**config.mk**
```make
export PLATFORM = sky130hd
export DESIGN_NAME = ipv4_flow_tracker_flat
export DESIGN_NICKNAME = d
export VERILOG_FILES = /design/src/rtl/ift_pkg.sv /design/src/rtl/ift_byte_if.sv /design/src/rtl/ift_result_if.sv /design/src/rtl/ift_queue.sv /design/src/rtl/ift_front.sv /design/src/rtl/ift_back.sv /design/src/rtl/ipv4_flow_tracker.sv /design/src/flat_wrapper.sv
export SDC_FILE = /design/constraint.sdc
export NUM_CORES = 2
export LEC_CHECK = 0
export BUFFER_PORTS_ARGS = -buffer_cell sky130_fd_sc_hd__buf_4
export CAP_MARGIN = 5
export CORE_MARGIN = 3
export CORE_UTILIZATION = 60
export CTS_CLUSTER_DIAMETER = 150
export DETAILED_ROUTE_END_ITERATION = 7
export PLACE_DENSITY = 0.77
export SYNTH_ARGS = -nofsm -noshare
export SYNTH_HDL_FRONTEND = slang
export SYNTH_SLANG_ARGS = --single-unit
```
**constraint.sdc**
```tcl
create_clock -name clk_i -period 106.3 [get_ports clk_i]
set_input_delay 0 -clock clk_i [delete_from_list [all_inputs] [get_ports clk_i]]
set_output_delay 0 -clock clk_i [all_outputs]
set_load 0.005 [all_outputs]
```
**src/rtl/ift_pkg.sv**
```systemverilog
// ----------------------------------------------------------------------------
// ift_pkg
// Types and constants of the IPv4 flow tracker.
// ----------------------------------------------------------------------------
package ift_pkg;

  typedef enum logic [2:0] {
    ST_NEW        = 3'd0,
    ST_UPDATED    = 3'd1,
    ST_NOT_IPV4   = 3'd2,
    ST_FRAGMENT   = 3'd3,
    ST_TABLE_FULL = 3'd4,
    ST_TOO_SHORT  = 3'd5
  } status_e;

  typedef enum logic [1:0] {
    B_IDLE,
    B_READ,
    B_CMP
  } back_state_e;

  localparam logic [15:0] ETH_TYPE_IPV4 = 16'h0800;
  localparam logic [15:0] FRAG_MF       = 16'h2000;
  localparam logic [15:0] FRAG_OFS_MASK = 16'h1fff;
  localparam logic [7:0]  TCP_FLAG_SYN  = 8'h02;
  localparam logic [7:0]  PROTO_TCP     = 8'd6;
  localparam logic [7:0]  PROTO_UDP     = 8'd17;
  localparam int          ETH_HDR_LEN   = 14;
  localparam int          IP_MIN_LEN    = 34;
  localparam int          L4_SLOT       = 34;
  localparam int          L4_CAP        = 14;
  localparam int          UDP_MIN_LEN   = 4;
  localparam int          CAP_BYTES     = 48;

  typedef struct packed {
    status_e      status;
    logic [3:0]   flow_index;
    logic [47:0]  dst_mac;
    logic [47:0]  src_mac;
    logic [31:0]  src_ip;
    logic [31:0]  dst_ip;
    logic [7:0]   protocol;
    logic [15:0]  src_l4_port;
    logic [15:0]  dst_l4_port;
    logic [31:0]  seq_number;
    logic [31:0]  ack_number;
    logic [16:0]  payload_len;
  } result_t;

  // lookup = 0: result is final as parsed
  typedef struct packed {
    logic    lookup;
    result_t res;
  } job_t;

endpackage

```
**src/rtl/ift_byte_if.sv**
```systemverilog
// ----------------------------------------------------------------------------
// ift_byte_if
// Frame byte channel.
// ----------------------------------------------------------------------------
interface ift_byte_if;
  logic       valid;
  logic       ready;
  logic [7:0] frame_byte;
  logic       last_byte;

  modport source (output valid, output frame_byte, output last_byte, input ready);
  modport sink   (input valid, input frame_byte, input last_byte, output ready);
endinterface

```
**src/rtl/ift_result_if.sv**
```systemverilog
// ----------------------------------------------------------------------------
// ift_result_if
// Per-frame result channel.
// ----------------------------------------------------------------------------
interface ift_result_if;
  logic        valid;
  logic        ready;
  logic [2:0]  status;
  logic [3:0]  flow_index;
  logic [47:0] dst_mac;
  logic [47:0] src_mac;
  logic [31:0] src_ip;
  logic [31:0] dst_ip;
  logic [7:0]  protocol;
  logic [15:0] src_l4_port;
  logic [15:0] dst_l4_port;
  logic [31:0] seq_number;
  logic [31:0] ack_number;
  logic [16:0] payload_len;

  modport source (output valid, output status, output flow_index, output dst_mac,
                  output src_mac, output src_ip, output dst_ip, output protocol,
                  output src_l4_port, output dst_l4_port, output seq_number,
                  output ack_number, output payload_len, input ready);
  modport sink   (input valid, input status, input flow_index, input dst_mac,
                  input src_mac, input src_ip, input dst_ip, input protocol,
                  input src_l4_port, input dst_l4_port, input seq_number,
                  input ack_number, input payload_len, output ready);
endinterface

```
**src/rtl/ift_queue.sv**
```systemverilog
// ----------------------------------------------------------------------------
// ift_queue
// Two-entry job queue between the parser and the flow table.
// ----------------------------------------------------------------------------
module ift_queue (
  input  logic          clk_i,
  input  logic          rst_ni,
  input  logic          push_valid_i,
  output logic          push_ready_o,
  input  ift_pkg::job_t push_job_i,
  output logic          pop_valid_o,
  input  logic          pop_ready_i,
  output ift_pkg::job_t pop_job_o
);
  import ift_pkg::*;

  job_t       slot_q [2];
  logic       wr_q, rd_q;
  logic [1:0] cnt_q;
  logic       push, pop;

  assign push_ready_o = (cnt_q != 2'd2);
  assign pop_valid_o  = (cnt_q != 2'd0);
  assign pop_job_o    = slot_q[rd_q];
  assign push = push_valid_i && push_ready_o;
  assign pop  = pop_valid_o && pop_ready_i;

  always_ff @(posedge clk_i or negedge rst_ni) begin
    if (!rst_ni) begin
      wr_q  <= 1'b0;
      rd_q  <= 1'b0;
      cnt_q <= 2'd0;
    end else begin
      if (push) wr_q <= ~wr_q;
      if (pop)  rd_q <= ~rd_q;
      cnt_q <= cnt_q + {1'b0, push} - {1'b0, pop};
    end
  end

  always_ff @(posedge clk_i) begin
    if (push) slot_q[wr_q] <= push_job_i;
  end

endmodule

```
**src/rtl/ift_front.sv**
```systemverilog
// ----------------------------------------------------------------------------
// ift_front
// Byte parser: captures header bytes and classifies the frame on its last byte.
// ----------------------------------------------------------------------------
module ift_front (
  input  logic          clk_i,
  input  logic          rst_ni,
  ift_byte_if.sink      in_i,
  output logic          push_valid_o,
  input  logic          push_ready_i,
  output ift_pkg::job_t push_job_o
);
  import ift_pkg::*;

  logic [15:0] pos_q;
  logic [7:0]  cap_q [CAP_BYTES];
  logic [7:0]  cap_d [CAP_BYTES];
  logic [3:0]  ihl;
  logic [6:0]  l4;
  logic [15:0] l4_ofs;
  logic [16:0] n;
  logic [15:0] tlen, frag, seg, seg_len, hdr_len, doff;
  logic [16:0] tcp_len;
  logic [7:0]  proto;
  logic        accept;
  job_t        job;

  assign in_i.ready   = push_ready_i;
  assign push_valid_o = in_i.valid && in_i.last_byte;
  assign push_job_o   = job;
  assign accept       = in_i.valid && in_i.ready;

  // capture update for the byte on the port
  always_comb begin
    cap_d = cap_q;
    if (pos_q < 16'(IP_MIN_LEN)) cap_d[pos_q[5:0]] = in_i.frame_byte;
    ihl    = cap_d[14][3:0];
    l4     = 7'(ETH_HDR_LEN) + {1'b0, ihl, 2'b00};
    l4_ofs = pos_q - {9'd0, l4};
    if (pos_q >= {9'd0, l4} && l4_ofs < 16'(L4_CAP)) begin
      cap_d[6'(L4_SLOT) + l4_ofs[5:0]] = in_i.frame_byte;
    end
  end

  always_comb begin
    n       = {1'b0, pos_q} + 17'd1;
    tlen    = {cap_d[16], cap_d[17]};
    frag    = {cap_d[20], cap_d[21]};
    proto   = cap_d[23];
    hdr_len = {10'd0, ihl, 2'b00};
    doff    = {10'd0, cap_d[L4_SLOT + 12][7:4], 2'b00};
    seg     = (tlen >= hdr_len) ? tlen - hdr_len : 16'd0;
    seg_len = (seg >= doff) ? seg - doff : 16'd0;
    tcp_len = {1'b0, seg_len} + {16'd0, (cap_d[L4_SLOT + 13] & TCP_FLAG_SYN) != 8'd0};

    job = '0;
    job.res.status = ST_TOO_SHORT;
    if (n >= 17'(ETH_HDR_LEN)) begin
      job.res.dst_mac = {cap_d[0], cap_d[1], cap_d[2], cap_d[3], cap_d[4], cap_d[5]};
      job.res.src_mac = {cap_d[6], cap_d[7], cap_d[8], cap_d[9], cap_d[10], cap_d[11]};
      if ({cap_d[12], cap_d[13]} != ETH_TYPE_IPV4) begin
        job.res.status = ST_NOT_IPV4;
      end else if (n < 17'(IP_MIN_LEN)) begin
        job.res = '0;
        job.res.status = ST_TOO_SHORT;
      end else begin
        job.res.src_ip   = {cap_d[26], cap_d[27], cap_d[28], cap_d[29]};
        job.res.dst_ip   = {cap_d[30], cap_d[31], cap_d[32], cap_d[33]};
        job.res.protocol = proto;
        if ((frag & FRAG_MF) != 16'd0 || (frag & FRAG_OFS_MASK) != 16'd0) begin
          job.res.status = ST_FRAGMENT;
        end else if ((proto == PROTO_TCP && n < {10'd0, l4} + 17'(L4_CAP)) ||
                     (proto == PROTO_UDP && n < {10'd0, l4} + 17'(UDP_MIN_LEN))) begin
          job.res = '0;
          job.res.status = ST_TOO_SHORT;
        end else begin
          job.lookup = 1'b1;
          job.res.status = ST_NEW;
          if (proto == PROTO_TCP || proto == PROTO_UDP) begin
            job.res.src_l4_port = {cap_d[L4_SLOT], cap_d[L4_SLOT + 1]};
            job.res.dst_l4_port = {cap_d[L4_SLOT + 2], cap_d[L4_SLOT + 3]};
          end
          if (proto == PROTO_TCP) begin
            job.res.seq_number  = {cap_d[L4_SLOT + 4], cap_d[L4_SLOT + 5],
                                   cap_d[L4_SLOT + 6], cap_d[L4_SLOT + 7]};
            job.res.ack_number  = {cap_d[L4_SLOT + 8], cap_d[L4_SLOT + 9],
                                   cap_d[L4_SLOT + 10], cap_d[L4_SLOT + 11]};
            job.res.payload_len = tcp_len;
          end
        end
      end
    end
  end

  always_ff @(posedge clk_i or negedge rst_ni) begin
    if (!rst_ni) begin
      pos_q <= '0;
      for (int i = 0; i < CAP_BYTES; i++) cap_q[i] <= '0;
    end else if (accept) begin
      if (in_i.last_byte) begin
        pos_q <= '0;
        for (int i = 0; i < CAP_BYTES; i++) cap_q[i] <= '0;
      end else begin
        if (pos_q != 16'hffff) pos_q <= pos_q + 16'd1;
        cap_q <= cap_d;
      end
    end
  end

endmodule

```
**src/rtl/ift_back.sv**
```systemverilog
// ----------------------------------------------------------------------------
// ift_back
// Flow table: linear four-tuple search, insert on miss if not full, result register.
// ----------------------------------------------------------------------------
module ift_back #(
  parameter int MAX_FLOWS = 16
) (
  input  logic             clk_i,
  input  logic             rst_ni,
  input  logic             pop_valid_i,
  output logic             pop_ready_o,
  input  ift_pkg::job_t    pop_job_i,
  output logic             out_valid_o,
  input  logic             out_ready_i,
  output ift_pkg::result_t out_res_o
);
  import ift_pkg::*;

  localparam int IDX_W = (MAX_FLOWS > 1) ? $clog2(MAX_FLOWS) : 1;
  localparam int CNT_W = $clog2(MAX_FLOWS + 1);

  back_state_e      state_q, state_d;
  logic [CNT_W-1:0] idx_q, idx_d, cnt_q, cnt_d;
  job_t             job_q, job_d;
  result_t          out_q, out_d;
  logic             ov_q, ov_d;
  logic             pop, key_we, st_we;
  logic [IDX_W-1:0] wr_idx;
  logic [95:0]      key, rd_key_q;
  logic [95:0]      key_mem [MAX_FLOWS];
  logic [80:0]      st_mem  [MAX_FLOWS];

  assign key = {job_q.res.src_ip, job_q.res.dst_ip, job_q.res.src_l4_port,
                job_q.res.dst_l4_port};
  assign pop_ready_o = pop;
  assign out_valid_o = ov_q;
  assign out_res_o   = out_q;

  always_comb begin
    state_d = state_q;
    idx_d   = idx_q;
    cnt_d   = cnt_q;
    job_d   = job_q;
    out_d   = out_q;
    ov_d    = ov_q && !out_ready_i;
    pop     = 1'b0;
    key_we  = 1'b0;
    st_we   = 1'b0;
    wr_idx  = idx_q[IDX_W-1:0];
    case (state_q)
      B_IDLE: begin
        if (pop_valid_i && !ov_q) begin
          pop   = 1'b1;
          job_d = pop_job_i;
          if (pop_job_i.lookup) begin
            idx_d   = '0;
            state_d = B_READ;
          end else begin
            out_d = pop_job_i.res;
            ov_d  = 1'b1;
          end
        end
      end
      B_READ: begin
        if (idx_q == cnt_q) begin
          // searched every entry in use
          out_d   = job_q.res;
          ov_d    = 1'b1;
          state_d = B_IDLE;
          if (cnt_q < CNT_W'(MAX_FLOWS)) begin
            key_we           = 1'b1;
            st_we            = 1'b1;
            wr_idx           = cnt_q[IDX_W-1:0];
            cnt_d            = cnt_q + 1'b1;
            out_d.status     = ST_NEW;
            out_d.flow_index = 4'(cnt_q);
          end else begin
            out_d.status     = ST_TABLE_FULL;
            out_d.flow_index = '0;
          end
        end else begin
          state_d = B_CMP;
        end
      end
      B_CMP: begin
        if (rd_key_q == key) begin
          out_d            = job_q.res;
          out_d.status     = ST_UPDATED;
          out_d.flow_index = 4'(idx_q);
          ov_d             = 1'b1;
          st_we            = 1'b1;
          state_d          = B_IDLE;
        end else begin
          idx_d   = idx_q + 1'b1;
          state_d = B_READ;
        end
      end
      default: state_d = B_IDLE;
    endcase
  end

  always_ff @(posedge clk_i or negedge rst_ni) begin
    if (!rst_ni) begin
      state_q <= B_IDLE;
      idx_q   <= '0;
      cnt_q   <= '0;
      ov_q    <= 1'b0;
    end else begin
      state_q <= state_d;
      idx_q   <= idx_d;
      cnt_q   <= cnt_d;
      ov_q    <= ov_d;
    end
  end

  always_ff @(posedge clk_i) begin
    job_q <= job_d;
    out_q <= out_d;
  end

  // table storage, one write port, registered read
  always_ff @(posedge clk_i) begin
    if (key_we) key_mem[wr_idx] <= key;
    if (st_we)  st_mem[wr_idx]  <= {job_q.res.seq_number, job_q.res.ack_number,
                                     job_q.res.payload_len};
    rd_key_q <= key_mem[idx_q[IDX_W-1:0]];
  end

endmodule

```
**src/rtl/ipv4_flow_tracker.sv**
```systemverilog
// ----------------------------------------------------------------------------
// ipv4_flow_tracker
// Ethernet/IPv4/TCP/UDP header parser with a four-tuple flow table.
// ----------------------------------------------------------------------------
//   channel  dir  payload                      transaction
//   in_i     in   frame_byte, last_byte        one frame byte
//   res_o    out  status .. payload_len        one result per frame
//
// Bytes are taken one per cycle; every byte stalls while the two-entry
// job queue is full.
// A lookup reads and compares the entries in use in order, one table read and
// one compare per entry, until a hit or until all flows in use are searched;
// other results go straight to the output register.
// The flow table needs no clearing pass: entries beyond the fill count are
// never compared. Reset clears the capture, the fill count and all handshakes.
// ----------------------------------------------------------------------------
module ipv4_flow_tracker #(
  parameter int MAX_FLOWS = 16
) (
  input  logic         clk_i,
  input  logic         rst_ni,
  ift_byte_if.sink     in_i,
  ift_result_if.source res_o
);
  import ift_pkg::*;

  logic    push_valid, push_ready, pop_valid, pop_ready, out_valid;
  job_t    push_job, pop_job;
  result_t out_res;

  ift_front u_front (
    .clk_i        (clk_i),
    .rst_ni       (rst_ni),
    .in_i         (in_i),
    .push_valid_o (push_valid),
    .push_ready_i (push_ready),
    .push_job_o   (push_job)
  );

  ift_queue u_queue (
    .clk_i        (clk_i),
    .rst_ni       (rst_ni),
    .push_valid_i (push_valid),
    .push_ready_o (push_ready),
    .push_job_i   (push_job),
    .pop_valid_o  (pop_valid),
    .pop_ready_i  (pop_ready),
    .pop_job_o    (pop_job)
  );

  ift_back #(.MAX_FLOWS(MAX_FLOWS)) u_back (
    .clk_i       (clk_i),
    .rst_ni      (rst_ni),
    .pop_valid_i (pop_valid),
    .pop_ready_o (pop_ready),
    .pop_job_i   (pop_job),
    .out_valid_o (out_valid),
    .out_ready_i (res_o.ready),
    .out_res_o   (out_res)
  );

  assign res_o.valid       = out_valid;
  assign res_o.status      = out_res.status;
  assign res_o.flow_index  = out_res.flow_index;
  assign res_o.dst_mac     = out_res.dst_mac;
  assign res_o.src_mac     = out_res.src_mac;
  assign res_o.src_ip      = out_res.src_ip;
  assign res_o.dst_ip      = out_res.dst_ip;
  assign res_o.protocol    = out_res.protocol;
  assign res_o.src_l4_port = out_res.src_l4_port;
  assign res_o.dst_l4_port = out_res.dst_l4_port;
  assign res_o.seq_number  = out_res.seq_number;
  assign res_o.ack_number  = out_res.ack_number;
  assign res_o.payload_len = out_res.payload_len;

endmodule

```
**src/flat_wrapper.sv**
```systemverilog
// flat-port wrapper written by rule: the top's interface ports become plain ports
module ipv4_flow_tracker_flat import ift_pkg::*;
#(
  parameter int MAX_FLOWS = 16
)
  (clk_i, rst_ni, in_i_valid, in_i_frame_byte, in_i_last_byte, in_i_ready, res_o_valid, res_o_status, res_o_flow_index, res_o_dst_mac, res_o_src_mac, res_o_src_ip, res_o_dst_ip, res_o_protocol, res_o_src_l4_port, res_o_dst_l4_port, res_o_seq_number, res_o_ack_number, res_o_payload_len, res_o_ready);
  ift_byte_if in_i_i ();
  ift_result_if res_o_i ();
  input  logic clk_i;
  input  logic rst_ni;
  input wire logic [$bits(in_i_i.valid)-1:0] in_i_valid;
  input wire logic [$bits(in_i_i.frame_byte)-1:0] in_i_frame_byte;
  input wire logic [$bits(in_i_i.last_byte)-1:0] in_i_last_byte;
  output wire logic [$bits(in_i_i.ready)-1:0] in_i_ready;
  output wire logic [$bits(res_o_i.valid)-1:0] res_o_valid;
  output wire logic [$bits(res_o_i.status)-1:0] res_o_status;
  output wire logic [$bits(res_o_i.flow_index)-1:0] res_o_flow_index;
  output wire logic [$bits(res_o_i.dst_mac)-1:0] res_o_dst_mac;
  output wire logic [$bits(res_o_i.src_mac)-1:0] res_o_src_mac;
  output wire logic [$bits(res_o_i.src_ip)-1:0] res_o_src_ip;
  output wire logic [$bits(res_o_i.dst_ip)-1:0] res_o_dst_ip;
  output wire logic [$bits(res_o_i.protocol)-1:0] res_o_protocol;
  output wire logic [$bits(res_o_i.src_l4_port)-1:0] res_o_src_l4_port;
  output wire logic [$bits(res_o_i.dst_l4_port)-1:0] res_o_dst_l4_port;
  output wire logic [$bits(res_o_i.seq_number)-1:0] res_o_seq_number;
  output wire logic [$bits(res_o_i.ack_number)-1:0] res_o_ack_number;
  output wire logic [$bits(res_o_i.payload_len)-1:0] res_o_payload_len;
  input wire logic [$bits(res_o_i.ready)-1:0] res_o_ready;
  assign in_i_i.valid = in_i_valid;
  assign in_i_i.frame_byte = in_i_frame_byte;
  assign in_i_i.last_byte = in_i_last_byte;
  assign in_i_ready = in_i_i.ready;
  assign res_o_valid = res_o_i.valid;
  assign res_o_status = res_o_i.status;
  assign res_o_flow_index = res_o_i.flow_index;
  assign res_o_dst_mac = res_o_i.dst_mac;
  assign res_o_src_mac = res_o_i.src_mac;
  assign res_o_src_ip = res_o_i.src_ip;
  assign res_o_dst_ip = res_o_i.dst_ip;
  assign res_o_protocol = res_o_i.protocol;
  assign res_o_src_l4_port = res_o_i.src_l4_port;
  assign res_o_dst_l4_port = res_o_i.dst_l4_port;
  assign res_o_seq_number = res_o_i.seq_number;
  assign res_o_ack_number = res_o_i.ack_number;
  assign res_o_payload_len = res_o_i.payload_len;
  assign res_o_i.ready = res_o_ready;
  ipv4_flow_tracker #(.MAX_FLOWS(MAX_FLOWS)) u_core (.clk_i(clk_i), .rst_ni(rst_ni), .in_i(in_i_i), .res_o(res_o_i));
endmodule
```
After elaboration in Yosys (flattened, before gate mapping)
Memory sizes are Yosys's and may differ from the RTL's. A register that Yosys moved wholly into a read port is not among the register bits.
Cells that the tools add are included.
{"block": "op_classes", "n_mul": 0, "n_lt_le_gt_ge": 14, "n_reduce_logical": 28, "muxes": 60, "shifts": 0, "n_addsub": 14, "n_bitwise": 4, "eq_ne": 15, "n_div": 0}
{"cell": "2-to-1 mux 288 bit", "n": 5}
{"cell": "2-to-1 mux 384 bit", "n": 3}
{"cell": "one-hot mux 288 bit (3 select lines)", "n": 1}
{"cell": "bitwise mux 384 bit", "n": 2}
{"cell": "2-to-1 mux 285 bit", "n": 2}
{"cell": "2-to-1 mux 289 bit", "n": 1}
{"cell": "2-to-1 mux 168 bit", "n": 1}
{"cell": "2-to-1 mux 113 bit", "n": 1}
{"cell": "demux 8 bit (select 6 bit)", "n": 2}
{"cell": "equality test 96 bit", "n": 1}
{"cell": "2-to-1 mux 81 bit", "n": 1}
{"cell": "2-to-1 mux 16 bit", "n": 4}
{"cell": "less-than comparator 17 x 8 -> 1 bit", "n": 2}
{"cell": ">= comparator 16 x 6 -> 1 bit", "n": 2}
{"cell": "2-to-1 mux 32 bit", "n": 1}
{"cell": "subtractor 16 x 6 -> 16 bit", "n": 2}
{"cell": "2-to-1 mux 1 bit", "n": 18}
{"cell": "adder 16 x 1 -> 17 bit", "n": 1}
{"cell": "adder 16 x 1 -> 17 bit, second input constant", "n": 1}
{"cell": ">= comparator 17 x 4 -> 1 bit, second input constant", "n": 1}
{"cell": "less-than comparator 17 x 6 -> 1 bit, second input constant", "n": 1}
{"cell": "adder 16 x 1 -> 16 bit, second input constant", "n": 1}
{"cell": ">= comparator 16 x 7 -> 1 bit", "n": 1}
{"cell": "less-than comparator 16 x 4 -> 1 bit, second input constant", "n": 1}
{"cell": "other kinds (42)", "n": 79}
{"block": "word_totals", "inputBits": 13, "n_memories": 2, "romBits": 0, "latch_bits": 0, "mem_bits_rw": 2114, "wordCells": 215, "ff_bits": 986, "out_inout_bits": 290}
{"name": "u_core.u_back.key_mem", "depth": 16, "width": 96, "read_ports": 1, "rd_ports_with_merged_regs": 1, "wr": 1, "line_no": "ift_back.sv:30", "text": "logic [95:0] key_mem [MAX_FLOWS];"}
{"name": "u_core.u_queue.slot_q", "depth": 2, "width": 289, "read_ports": 1, "rd_ports_with_merged_regs": 0, "wr": 1, "line_no": "ift_queue.sv:17", "text": "job_t slot_q [2];"}

Logic depth before layout (Yosys ltp)
{"block": "depth", "ltp_word": 28, "mapped_depth": 30, "ltp_nobuf": 27}

Modules after synthesis
A second synthesis with hierarchy kept.
{"block": "hier_totals", "hier_cells": 7733, "area_unflattened_um2": 126671.5}
{"module": "ift_back", "instances": 1, "area_each_um2": 82293.9, "seq_area_each_um2": 65457.8, "cells_each": 3951}
{"module": "ift_front", "instances": 1, "area_each_um2": 22929.5, "seq_area_each_um2": 8383.0, "cells_each": 2861}
{"module": "ift_queue", "instances": 1, "area_each_um2": 21448.1, "seq_area_each_um2": 17456.7, "cells_each": 921}

Least setup slack after synthesis
Ideal clock, no wire load.
{"block": "synth_path", "path_kind": "reg2reg", "startpoint": "register u_core.u_back.job_q[175] in the netlist's numbering", "endpoint": "register u_core.u_back.out_q, in the netlist u_core.u_back.out_res_o[0], enable pin", "synth_period_minus_slack_ns": 48.609, "path_stages_with_launch": 8, "t_required_ns": 103.839, "arrival_ns": 46.148, "path_buffers": 0, "setup_time_ns": 2.461, "path_slack_ns": 57.691, "cell_sequence": "edfxtp_1 xor2_1 nor4_1 and3_1 nand4_1 nor4_1 nor2b_1 a2111oi_0"}
{"block": "synth_between", "elab_chain_cells": 3}
{"element": "start, declared", "line_no": "ift_back.sv:24", "text": "job_t job_q, job_d;"}
{"element": "start signal, assigned", "line_no": "ift_back.sv:117", "text": "job_q <= job_d;"}
{"element": "equality test 96 bit", "line_no": "ift_back.sv:86", "text": "if (rd_key_q == key) begin"}
{"element": "inequality test 2 bit (no line)"}
{"element": "AND reduction 5 bit (no line)"}
{"element": "end signal, assigned", "line_no": "ift_back.sv:118", "text": "out_q <= out_d;"}
{"element": "end, declared", "line_no": "ift_back.sv:25", "text": "result_t out_q, out_d;"}
No other way between the ends.
A chain may end at the register's enable or synchronous reset.

==> run summary <==
Req. time, crit path - 106.99 ns
Setup TNS - 0 ns
Tot Pwr - 3.80 mW
Die Ht - 462 um
Total congestion overflow - 0
Crit-path max cell delay - 0.78 ns
Syn. warnings - 0
Final slew viol count - 0
Post-synth top flop - edfxtp_1
Core area - 206000 um^2
Area occupied by multi-input gates - 32100 um^2
Seq/Total Area, Yosys - 72.9%
CTS tree - done
Startpoint types - flip-flop
Largest net degree at the start of global routing - 163
Initial antenna violation count - 10
Starting DRT DRC Count - 8652
Critical path endpoint category - flip-flop
Chip width - 462 um
First drt pass iteration count - 6
Slowest stage cell, crit path - o311ai_4
Worst Min Path Start - res_o_ready
Port-buffer cells - 302
RSZ-0062 raised after global routing - false
Drt wl/cell - 30.0 um
Met2 usage - 49.1%
WS Path Type - reg -> reg
IO Count - 303
R2R setup slack - 96.95 ns
CP arrival - 10.05 ns
Most common cell after layout, fill and taps aside - edfxtp_1
Max-slew headroom - 15.6%
Fillers - 12697
Maximum vdd drop - 0.0342 mV
Max clock buf depth - 4
Hold Violations, Final - 0
Tightest Pin Transition - 1.26 ns
Gr busiest metal - met2
Die area - 214000 um^2
Post-CTS setup buffers - 0
Initial core utilization - 60.7%
Dpl cells - 10003
GPL Wtd Cong - 0.873
FMAX - 107 MHz
HPWL after DPL - 172000 um
Avg Cell Area, Syn - 17.2 um^2
Period Utilization, post-route - 8.80%
Post-synth EDFFs - 2675
Root Buffer - clkbuf_16
Hold slack - 0.172 ns
Worst r2r src - u_core.u_front.pos_q[11]
Layout cells sized above 1 - 21.7%
Met1 GRT Util - 39.7%
Residual DRC - 0
CTS Buf Count - 312
Hold crit path type - in -> reg
FF-to-FF path depth - 25
Commonest cells after routing, fill and taps aside - 2675 x edfxtp_1, 701 x nand2_1, 480 x mux4_2, 390 x buf_4, 347 x dfrtp_1
# setup viols final - 0
Number of synthesized register bits - 3123
Max-Cap Viols - 0
RR Endpoint - u_core.u_queue.slot_q[1][16]
Row Count - 166
Routed via count - 70142
Hold Path Sink - u_core.u_back.out_valid_o
Run status - completed
First-pass GRT wire length - 467000 um
Power Density - 27.1 nW/um^2
Non-filler cells, final - 10566
Worst-path maximum fanout - 17
Sequential cell area - 91100 um^2
Leakage - 48.5 nW
Async set-reset flop share out of synthesis - 11.3%
Clk_lat worst skew - 0.95 ns
NumNets Final - 7616
Critical Path Most Common Cell - ha_1
Post-route ant nets - 0
Final wirelength - 317000 um
Synthesized instance count - 7275
Vias/cell - 6.64
Fin crit period - 9.35 ns
Post-synth cell types - 97
Final Skew - 0.0492 ns
M3 GR Usage - 4.40%
Number of global-route vias before repair - 70811
Post-CTS Resized - 0
Post-cts hold buffer count - 15
Hold Path Cell Cnt - 5
H-tree Lvls - 5
Total track usage - 29.7%
Fin util - 68.0%
Sink Count - 3123
Syn-to-layout area delta - 12.1%
Worst-path clk slew - 0.06 ns
Mapped Area - 125000 um^2
-- cell usage after synthesis (131+ instances only) --
master / n / area (um^2)
edfxtp_1: 2675 / 80300
clkbuf_1: 392 / 1470
nor2_1: 233 / 875
mux4_2: 480 / 10800
o21ai_0: 331 / 1660
dfrtp_1: 352 / 8810
mux2i_1: 228 / 2280
mux2_2: 290 / 3270
a21boi_0: 131 / 983
a22o_1: 286 / 2500
a21oi_1: 202 / 1010
nand2_1: 702 / 2640
-- per-layer routing --
layer	up-vias	part of all wire, %
li1	29097	-
met1	36236	36
met2	4087	50
met3	714	8.4
met4	8	4.9
met5	-	0.015
-- worst max path at each step --
stage | start | end | slack [ns] | cells after the start
after floorplan | u_core.u_back.job_q[175] | u_core.u_back.out_res_o[0] | 57.69 | 7
after detailed placement | u_core.u_front.pos_q[11] | u_core.u_queue.slot_q[0][16] | 97.09 | 25
after global routing | u_core.u_front.pos_q[11] | u_core.u_queue.slot_q[0][16] | 96.27 | 25
final | u_core.u_front.pos_q[11] | u_core.u_queue.slot_q[1][16] | 96.95 | 25
after CTS | u_core.u_front.pos_q[11] | u_core.u_queue.slot_q[0][16] | 97.09 | 25
after global placement | u_core.u_front.pos_q[11] | u_core.u_queue.slot_q[0][16] | 97.29 | 25
-- critical path, delay by kind of cell (launching register included) --
| family | cells | cell delay [ns] |
|---|---|---|
| DFF | 1 | 0.56 |
| muxes | 3 | 1.19 |
| xor gates and xnor gates | 1 | 0.22 |
| adders and majority gates | 4 | 1.00 |
| and+or+nand+nor | 8 | 2.96 |
| AOI/OAI and AO/OA | 8 | 3.09 |
| buffers and inverters | 1 | 0.10 |
-- state kept, by name, summed over array words and instances, names as in the netlist, 5 cells and up --
register                 cells
u_core.u_back.key_mem     1536
u_core.u_queue.slot_q      570
u_core.u_front.cap_q       319
u_core.u_back.out_res_o    288
u_core.u_back.job_q        281
u_core.u_back.rd_key_q      96
u_core.u_front.pos_q        16
u_core.u_back.cnt_q          5
u_core.u_back.idx_q          5
-- area by class of cell --
type                       instances  share of cell area, %
tap                             2772                   2.48
antenna                            3                0.00536
timing repair buffer             427                   2.52
multi-input combinational       3656                   22.9
sequential                      3123                   65.0
clock inverter                   148                  0.929
clock buffer                     397                   6.00
inverter                          40                  0.113
-- per-stage QoR --
| step | instance area (um^2) | worst slack [ns] |
|---|---|---|
| after global placement | 130000 | 97.29 |
| after CTS | 140000 | 97.09 |
| after global routing | 140000 | 96.27 |
| final | 140000 | 96.95 |
| after floorplan | 125000 | 57.69 |
| after detailed placement | 130000 | 97.09 |
-- report_power, final --
group          switching, mW  internal, mW
registers              0.177          1.69
logic                  0.515         0.351
clock network          0.450         0.613
total                   1.14          2.65
-- cells by family (layout without fill, tap and decap cells) --
family	Yosys count	count (layout)	synth area share, %
adder cells (fa/ha/maj)	44	44	0.457
AO/OA/AOI/OAI	1189	1189	6.37
XOR/XNOR	144	144	1.01
AND/OR/NAND/NOR	1279	1279	4.64
other	1	5	0.00300
flip-flops	3123	3123	72.9
buffers and inverters	497	1012	1.52
multiplexers	998	998	13.1
No activity file was read; power rests on OpenSTA's default activity.
